===== config.mk =====
export PLATFORM = sky130hd
export DESIGN_NAME = rxs_ctrl
export DESIGN_NICKNAME = d
export VERILOG_FILES = /design/src/rtl/core/rxs_pkg.sv /design/src/rtl/core/rxs_ctrl.sv
export SDC_FILE = /design/constraint.sdc
export NUM_CORES = 1
export LEC_CHECK = 0
export BUFFER_PORTS_ARGS = -buffer_cell sky130_fd_sc_hd__clkbuf_2
export CAP_MARGIN = 20
export CORE_MARGIN = 2
export CORE_UTILIZATION = 45
export CTS_CLUSTER_SIZE = 20
export DETAILED_ROUTE_END_ITERATION = 10
export GPL_ROUTABILITY_DRIVEN = 0
export SLEW_MARGIN = 25
export SYNTH_ARGS = -nofsm -noshare
export SYNTH_HDL_FRONTEND = slang
export SYNTH_SLANG_ARGS = --single-unit

===== constraint.sdc =====
create_clock -name clock -period 5.8 [get_ports clock]
set_input_delay 0.87 -clock clock [delete_from_list [all_inputs] [get_ports clock]]
set_output_delay 0.87 -clock clock [all_outputs]
set_load 0.005 [all_outputs]

===== src/rtl/core/rxs_pkg.sv =====
// Shared types and constants for the record exchange sorter.
// No dependencies; every other file of the block imports this package.
`default_nettype none

package rxs_pkg;

   // Field widths of one record and of the result channel
   localparam int ID_W       = 31;
   localparam int PRICE_W    = 32;
   localparam int QTY_W      = 31;
   localparam int POS_W      = 6;
   localparam int MC_W       = 7;
   localparam int CSR_IDX_W  = 2;
   localparam int CSR_DATA_W = 7;

   // Register indexes of the control port
   localparam logic [CSR_IDX_W-1:0] CSR_SORT_KEY   = 2'd0;
   localparam logic [CSR_IDX_W-1:0] CSR_SORT_ORDER = 2'd1;
   localparam logic [CSR_IDX_W-1:0] CSR_MAX_COUNT  = 2'd2;

   localparam logic [MC_W-1:0] MAX_COUNT_RESET = 7'd64;

   // One stored record
   typedef struct packed {
      logic [ID_W-1:0]    id;
      logic [PRICE_W-1:0] price;
      logic [QTY_W-1:0]   qty;
   } rec_type;

   localparam int REC_W = $bits(rec_type);

   // Sequencer states
   typedef enum logic [2:0] {
      ST_LOAD,
      ST_EMPTY,
      ST_SORT_READ_I,
      ST_SORT_TAKE_I,
      ST_SORT_CMP,
      ST_SORT_PUT,
      ST_OUT_READ,
      ST_OUT_LOAD
   } state_type;

   // Commands from the controller to the datapath
   typedef struct packed {
      logic             mem_we;
      logic             wr_from_cur;
      logic             cur_load;
      logic             out_load;
      logic             out_empty;
      logic             out_last;
      logic             out_ovf;
      logic             sort_key;
      logic             sort_order;
      logic [POS_W-1:0] out_pos;
   } cmd_type;

   // Status from the datapath to the controller
   typedef struct packed {
      logic swap;
      logic out_free;
   } sts_type;

endpackage

`default_nettype wire


===== src/rtl/core/rxs_ctrl.sv =====
// Controller: control registers, load counter and the load/sort/emit sequencer.
// Depends on rxs_pkg; commands rxs_datapath through cmd_type, reads sts_type.
`default_nettype none

module rxs_ctrl #(
   parameter int MAX_RECORDS = 64,
   parameter int IDX_W       = 6,
   parameter int CNT_W       = 7
) (
   input  logic                              clock,
   input  logic                              reset,
   input  logic                              csr_we,
   input  logic [rxs_pkg::CSR_IDX_W-1:0]     csr_index,
   input  logic [rxs_pkg::CSR_DATA_W-1:0]    csr_wdata,
   input  logic                              req_valid,
   input  logic                              req_holds,
   input  logic                              req_last,
   output logic                              req_ready,
   input  rxs_pkg::sts_type                  sts,
   output rxs_pkg::cmd_type                  cmd,
   output logic [IDX_W-1:0]                  wr_addr,
   output logic [IDX_W-1:0]                  rd_addr
);
   import rxs_pkg::*;

   state_type        state_ff, state_in;
   logic [CNT_W-1:0] kept_ff, kept_in;
   logic             ovf_ff, ovf_in;
   logic             run_ovf_ff, run_ovf_in;
   logic [IDX_W-1:0] last_idx_ff, last_idx_in;
   logic [IDX_W-1:0] i_ff, i_in;
   logic [IDX_W-1:0] j_ff, j_in;
   logic [IDX_W-1:0] k_ff, k_in;
   logic             sort_key_ff, sort_key_in;
   logic             sort_order_ff, sort_order_in;
   logic [MC_W-1:0]  max_count_ff, max_count_in;

   logic             room;
   logic             take_rec;
   logic [CNT_W-1:0] kept_after;
   logic [MC_W-1:0]  kept_ext;
   logic [MC_W-1:0]  run_count;
   logic [IDX_W-1:0] i_next, j_next, k_next;
   logic             k_is_last;

   // Control register writes; unknown indexes drop
   always_comb begin
      sort_key_in   = sort_key_ff;
      sort_order_in = sort_order_ff;
      max_count_in  = max_count_ff;
      if (csr_we) begin
         case (csr_index)
            CSR_SORT_KEY:   sort_key_in   = csr_wdata[0];
            CSR_SORT_ORDER: sort_order_in = csr_wdata[0];
            CSR_MAX_COUNT:  max_count_in  = csr_wdata;
            default: ;
         endcase
      end
   end

   // Load bookkeeping and run length
   assign room       = kept_ff < CNT_W'(MAX_RECORDS);
   assign take_rec   = req_holds && room;
   assign kept_after = kept_ff + CNT_W'(take_rec);
   assign kept_ext   = MC_W'(kept_after);
   assign run_count  = (kept_ext < max_count_ff) ? kept_ext : max_count_ff;

   assign i_next    = i_ff + IDX_W'(1);
   assign j_next    = j_ff + IDX_W'(1);
   assign k_next    = k_ff + IDX_W'(1);
   assign k_is_last = k_ff == last_idx_ff;

   // Next state and commands
   always_comb begin
      state_in    = state_ff;
      kept_in     = kept_ff;
      ovf_in      = ovf_ff;
      run_ovf_in  = run_ovf_ff;
      last_idx_in = last_idx_ff;
      i_in        = i_ff;
      j_in        = j_ff;
      k_in        = k_ff;
      req_ready   = 1'b0;
      wr_addr     = kept_ff[IDX_W-1:0];
      rd_addr     = i_ff;
      cmd            = '0;
      cmd.sort_key   = sort_key_ff;
      cmd.sort_order = sort_order_ff;
      cmd.out_ovf    = run_ovf_ff;
      cmd.out_pos    = POS_W'(k_ff);
      cmd.out_last   = k_is_last;

      case (state_ff)
         ST_LOAD: begin
            req_ready = 1'b1;
            if (req_valid) begin
               // Store while there is room, flag the drop otherwise
               if (take_rec) begin
                  cmd.mem_we = 1'b1;
                  kept_in    = kept_after;
               end else if (req_holds) begin
                  ovf_in = 1'b1;
               end
               if (req_last) begin
                  run_ovf_in  = ovf_ff || (req_holds && !room);
                  kept_in     = '0;
                  ovf_in      = 1'b0;
                  last_idx_in = IDX_W'(run_count - MC_W'(1));
                  i_in        = '0;
                  k_in        = '0;
                  if (run_count == '0) begin
                     state_in = ST_EMPTY;
                  end else if (run_count == MC_W'(1)) begin
                     state_in = ST_OUT_READ;
                  end else begin
                     state_in = ST_SORT_READ_I;
                  end
               end
            end
         end

         ST_EMPTY: begin
            cmd.out_empty = 1'b1;
            cmd.out_last  = 1'b1;
            cmd.out_pos   = '0;
            if (sts.out_free) begin
               cmd.out_load = 1'b1;
               state_in     = ST_LOAD;
            end
         end

         ST_SORT_READ_I: begin
            rd_addr  = i_ff;
            state_in = ST_SORT_TAKE_I;
         end

         ST_SORT_TAKE_I: begin
            // Hold entry i as the running candidate, fetch j = i + 1
            cmd.cur_load = 1'b1;
            rd_addr      = i_next;
            j_in         = i_next;
            state_in     = ST_SORT_CMP;
         end

         ST_SORT_CMP: begin
            // Exchange on swap: old candidate goes to slot j, entry j becomes candidate
            wr_addr          = j_ff;
            cmd.wr_from_cur  = 1'b1;
            cmd.mem_we       = sts.swap;
            cmd.cur_load     = sts.swap;
            rd_addr          = j_next;
            j_in             = j_next;
            if (j_ff == last_idx_ff) begin
               state_in = ST_SORT_PUT;
            end
         end

         ST_SORT_PUT: begin
            // Settle slot i and prefetch the next candidate
            wr_addr         = i_ff;
            cmd.wr_from_cur = 1'b1;
            cmd.mem_we      = 1'b1;
            rd_addr         = i_next;
            i_in            = i_next;
            if (i_next == last_idx_ff) begin
               state_in = ST_OUT_READ;
            end else begin
               state_in = ST_SORT_TAKE_I;
            end
         end

         ST_OUT_READ: begin
            rd_addr  = k_ff;
            state_in = ST_OUT_LOAD;
         end

         ST_OUT_LOAD: begin
            rd_addr = k_ff;
            if (sts.out_free) begin
               cmd.out_load = 1'b1;
               if (k_is_last) begin
                  state_in = ST_LOAD;
               end else begin
                  rd_addr = k_next;
                  k_in    = k_next;
               end
            end
         end

         default: begin
            state_in = ST_LOAD;
         end
      endcase
   end

   always_ff @(posedge clock) begin
      if (reset) begin
         state_ff      <= ST_LOAD;
         kept_ff       <= '0;
         ovf_ff        <= 1'b0;
         run_ovf_ff    <= 1'b0;
         sort_key_ff   <= 1'b0;
         sort_order_ff <= 1'b0;
         max_count_ff  <= MAX_COUNT_RESET;
      end else begin
         state_ff      <= state_in;
         kept_ff       <= kept_in;
         ovf_ff        <= ovf_in;
         run_ovf_ff    <= run_ovf_in;
         sort_key_ff   <= sort_key_in;
         sort_order_ff <= sort_order_in;
         max_count_ff  <= max_count_in;
      end
   end

   always_ff @(posedge clock) begin
      last_idx_ff <= last_idx_in;
      i_ff        <= i_in;
      j_ff        <= j_in;
      k_ff        <= k_in;
   end

endmodule

`default_nettype wire

Word-level counts from Yosys, hierarchy flattened
Cells that the tools add are included.
{"block": "classes", "magnitude_cmp": 2, "mux": 35, "add_sub_neg": 5, "n_reduce_logical": 24, "n_eq_ne": 20}
{"op": "6-bit one-hot mux with 2 select lines", "count": 4}
{"op": "6-bit 2-to-1 mux", "count": 5}
{"op": "3-bit 2-to-1 mux", "count": 9}
{"op": "3-bit one-hot mux with 8 select lines", "count": 1}
{"op": "6-bit one-hot mux with 4 select lines", "count": 1}
{"op": "7-bit 2-to-1 mux", "count": 3}
{"op": "6-bit by 1-bit adder with 6-bit output (second input constant)", "count": 3}
{"op": "6-bit == test", "count": 3}
{"op": "2-bit != test (second input constant)", "count": 7}
{"op": "3-bit == test (second input constant)", "count": 4}
{"op": "3-bit AND reduction", "count": 4}
{"op": "2-bit nonzero test", "count": 5}
{"op": "1-bit 2-to-1 mux", "count": 9}
{"op": "7-bit by 1-bit adder with 7-bit output", "count": 1}
{"op": "7-bit by 1-bit == test with 1-bit output (second input constant)", "count": 1}
{"op": "7-bit zero test", "count": 1}
{"op": "7-bit < comparator", "count": 1}
{"op": "7-bit < comparator (second input constant)", "count": 1}
{"op": "3-bit by 2-bit == test with 1-bit output (second input constant)", "count": 2}
{"op": "2-bit AND reduction", "count": 3}
{"op": "6-bit AND reduction", "count": 1}
{"op": "2-bit OR reduction", "count": 3}
{"op": "6-bit by 1-bit subtractor with 6-bit output (second input constant)", "count": 1}
{"op": "4-bit AND reduction", "count": 1}
{"op": "other kinds (11)", "count": 12}
{"block": "word_totals", "wordCells": 97, "input_bits": 17, "out_inout_bits": 28, "regBits": 45}

Depth between registers and ports, before layout
{"block": "depth", "word_depth": 11, "mapped_depth": 19, "depth_no_buf": 17}

Worst setup path before layout
OpenSTA, ideal clock, no wires.
{"block": "synth_timing", "path_type": "input-to-reg", "start": "input port req_holds", "end": "register last_idx_ff[4], data pin", "required_time_ps": 5532, "stages": 18, "n_path_buf": 2, "arrival_time_ps": 4123, "slack_ps": 1409, "path_cell_list": "nor2b_2 > buf_6 > and2_1 > ha_1 > clkbuf_1 > nand3_1 > xnor2_1 > ha_1 > a211o_1 > o211ai_1 > nand2_1 > mux2_2 > inv_1 > ha_1 > inv_1 > nor3_1 > xnor2_1 > o21ai_0"}
{"block": "synth_between", "elab_chain_cells": 5}
{"item": "from (decl)", "line_no": "rxs_ctrl.sv:16", "rtl": "input logic req_holds,"}
{"item": "1-bit logical AND *", "line_no": "rxs_ctrl.sv:63", "rtl": "assign take_rec = req_holds && room;"}
{"item": "7-bit by 1-bit adder with 7-bit output *", "line_no": "rxs_ctrl.sv:64", "rtl": "assign kept_after = kept_ff + CNT_W'(take_rec);"}
{"item": "7-bit < comparator", "line_no": "rxs_ctrl.sv:66", "rtl": "assign run_count = (kept_ext < max_count_ff) ? kept_ext : max_count_ff;"}
{"item": "7-bit 2-to-1 mux *", "line_no": "rxs_ctrl.sv:66"}
{"item": "6-bit by 1-bit subtractor with 6-bit output *", "line_no": "rxs_ctrl.sv:108", "rtl": "last_idx_in = IDX_W'(run_count - MC_W'(1));"}
{"item": "to (signal assigned)", "line_no": "rxs_ctrl.sv:217", "rtl": "last_idx_ff <= last_idx_in;"}
{"item": "to (decl)", "line_no": "rxs_ctrl.sv:30", "rtl": "logic [IDX_W-1:0] last_idx_ff, last_idx_in;"}
Mark *: on every way between the ends. The rest lies on a longest branch, timed or not.
A chain may end at the register's enable or synchronous reset.

Worst setup path in the final report
Same ends and word-level chain as after synthesis.

==> out/qor.yml <==
via_per_inst: 5.64
grt_overflow: 0
synth_top_area_share_pct: 21.1
grt_pass1_vias: 2875
reg2reg_slack_ns: 1.50
rsz0062_at_grt: "false"
min_path_cells: 2
r2r_cells: 16
cts_max_path_buffers: 2
drive_gt1_share_pct: 15.7
wl_per_cell_um: 16.6
totalPowerFinal_mw: 1.41
antenna_found_initial: 0
ys_async_sr_fraction_pct: 0
finalHoldViolCount: 0
fin_nets: 462
yosysMostFrequentCell: "nor2_1"
path_clk_slew_ns: 0.09
top_usage_layer: "met2"
clockPowerShare_pct: 14.0
hpwl_um: 6770
seq_power_share_pct: 37.1
cts_buffers: 5
dieArea_um2: 8310
placementRows: 31
syn-num-nets: 432
cts_resized: 0
synth_cells: 403
wl_um: 8840
grtUsageMet2_pct: 38.5
grt_max_degree: 31
synth_cell_type_count: 60
ys_seq_area_share_pct: 33.4
die_y_um: 91.2
cts_tree: "yes"
power_density_nw_per_um2: 376
drt-initial-drc-count: 212
boundaryPins: 45
fin_util_pct: 51.4
start_kind: "input port"
post_cts_buffers: 0
fillCellCount: 756
leakagePower_nw: 1.50
area_growth_pct: 9.66
yosysWarnings: 0
htreeDepth: 2
dr.pass1.iters: 5
hold_class: "reg2reg"
synth_edf_count: 24
coreArea_um2: 7290
ir_worst_vdd_mv: 0.115
required_ns: 5.85
clockRootBuffer: "clkbuf_8"
swShare_pct: 44.2
status: "complete, no violations"
met1_usage_pct: 29.0
r2r-start: "kept_ff[6]"
dp_cells: 525
fp.dieW_um: 91.2
fin_setup_tns_ns: 0
synth_common_cells: "nor2_1 (48), nand2_1 (44), o21ai_0 (27)"
initial_core_util_pct: 46.9
power.switching_mw: 0.624
crit_arrival_ns: 4.69
setup_viol: 0
slew_headroom_pct: 34.7
route.detailed.drc: 0
port-buffer-count: 44
antenna_left: 0
slew_violations: 0
internal-power_mw: 0.788
synthesis.area_um2: 3420
fin_cells: 533
crit_path_max_fanout: 9
met3_usage_pct: 3.32
ctsHoldBuffers: 0
critPathKind: "in2reg"
grt_use_total_pct: 22.2
period_needed_ns: 4.64
r2r_end: "last_idx_ff[4]"
hold_end: "sort_order_ff"
clk_latency_ns: 0.30
ys.flop_type: "edfxtp_1"
worstHoldStart: "sort_order_ff"
drv_cap: 0
vias: 3004
avgSynthCellArea_um2: 8.49
synth.largest_area_cell: "edfxtp_1"
skew_ns: 0.00536
grt_pass1_wl_um: 14800
synthTopCellsByArea: "edfxtp_1 (21%), dfxtp_1 (12%), mux2i_1 (6.7%)"
clock-sinks: 45
diodes: 0
tightest_slew_ns: 0.969
combPwrFrac_pct: 48.9
ys_ff_latch: 45
min_period_over_period_pct: 79.9
end_kind: "register"
max_freq_mhz: 216
-- state kept, by name (all words and copies together) (netlist names) --
| register | cells |
|---|---|
| sort_key_ff | 1 |
| ovf_ff | 1 |
| i_ff | 6 |
| sort_order_ff | 1 |
| run_ovf_ff | 1 |
| max_count_ff | 7 |
| j_ff | 6 |
| kept_ff | 7 |
| state_ff | 3 |
| last_idx_ff | 6 |
| k_ff | 6 |
-- critical path: stages --
cell	delay, ns
clkbuf_2	0.13
nor2b_2	0.36
and2_1	0.20
ha_1	0.30
nand3_1	0.13
xnor2_1	0.39
ha_1	0.33
a211o_1	0.29
o211ai_1	0.20
nand2_1	0.31
mux2_2	0.37
inv_1	0.08
ha_1	0.22
inv_1	0.07
nor3_1	0.22
xnor2_1	0.14
o21ai_0	0.08
-- power groups by stage --
stage                     combinational, mW  sequential, mW  clock [mW]
after floorplan                       0.525           0.464           0
after global placement                0.685           0.526           0
after detailed placement              0.689           0.528           0
after CTS                             0.693           0.520       0.203
after global routing                  0.773           0.534       0.212
final                                 0.690           0.524       0.198
-- area by class of cell --
class,instances,area [µm²],area share [%]
Sequential cell,45,1140,30.4
Clock buffer,5,68.8,1.83
Tap cell,99,124,3.30
Inverter,19,71.3,1.90
Timing Repair Buffer,45,228,6.07
Clock inverter,3,16.3,0.434
Multi-Input combinational cell,317,2100,56.0
-- routing by layer --
layer,share of wire [%],vias to the layer above
met1,44,1417
met5,0,-
met3,4.6,10
met2,50,90
met4,1.3,0
li1,-,1487
-- cells in the final DEF (no fill, tap or decap), drive strengths merged, types with 3 or more instances in the layout --
master	netlist	final
dfxtp	21	21
a311oi	4	4
or2	4	4
o211ai	4	4
clkbuf	12	49
edfxtp	24	24
o2bb2ai	3	3
nand4	4	4
a211oi	3	3
xor2	17	17
ha	12	12
nor2b	3	3
nand3b	3	3
a21oi	18	18
nor3	11	11
o21ai	31	31
inv	19	20
nand2	44	44
nor4b	5	5
mux2i	23	23
and2	9	9
nor2	48	48
xnor2	24	24
and3	3	3
a22oi	5	5
nand3	11	11
-- through the flow --
step | worst slack (ns) | cell area, µm² | hold WS [ns]
3_3_place_gp | 0.978 | 3670 | 0.477
2_1_floorplan | 1.41 | 3420 | 0.462
6_report | 1.16 | 3750 | 0.504
5_1_grt | 0.774 | 3750 | 0.538
4_1_cts | 1.19 | 3750 | 0.511
3_5_place_dp | 0.859 | 3670 | 0.491
-- cells by family (layout without fill, tap and decap cells) --
kind of cell	after synthesis	in the layout	share of synthesized area (%)
compound gates	85	85	16.4
buf+inv	41	72	5.19
xor+xnor	41	41	11.3
mux	25	25	7.39
fa+ha+maj	14	14	4.97
flops	45	45	33.4
simple gates	152	152	21.4
-- worst max-delay path by stage --
stage                     slack, ns  startpoint              to  cells past startpoint
final                          1.16   req_holds  last_idx_ff[4]                     17
after global routing           0.77   req_holds  last_idx_ff[4]                     17
after CTS                      1.19   req_holds  last_idx_ff[4]                     17
after detailed placement       0.86   req_holds  last_idx_ff[4]                     17
after global placement         0.98   req_holds  last_idx_ff[4]                     17
after floorplan                1.41   req_holds  last_idx_ff[4]                     18
No activity file was read; power rests on OpenSTA's default activity.
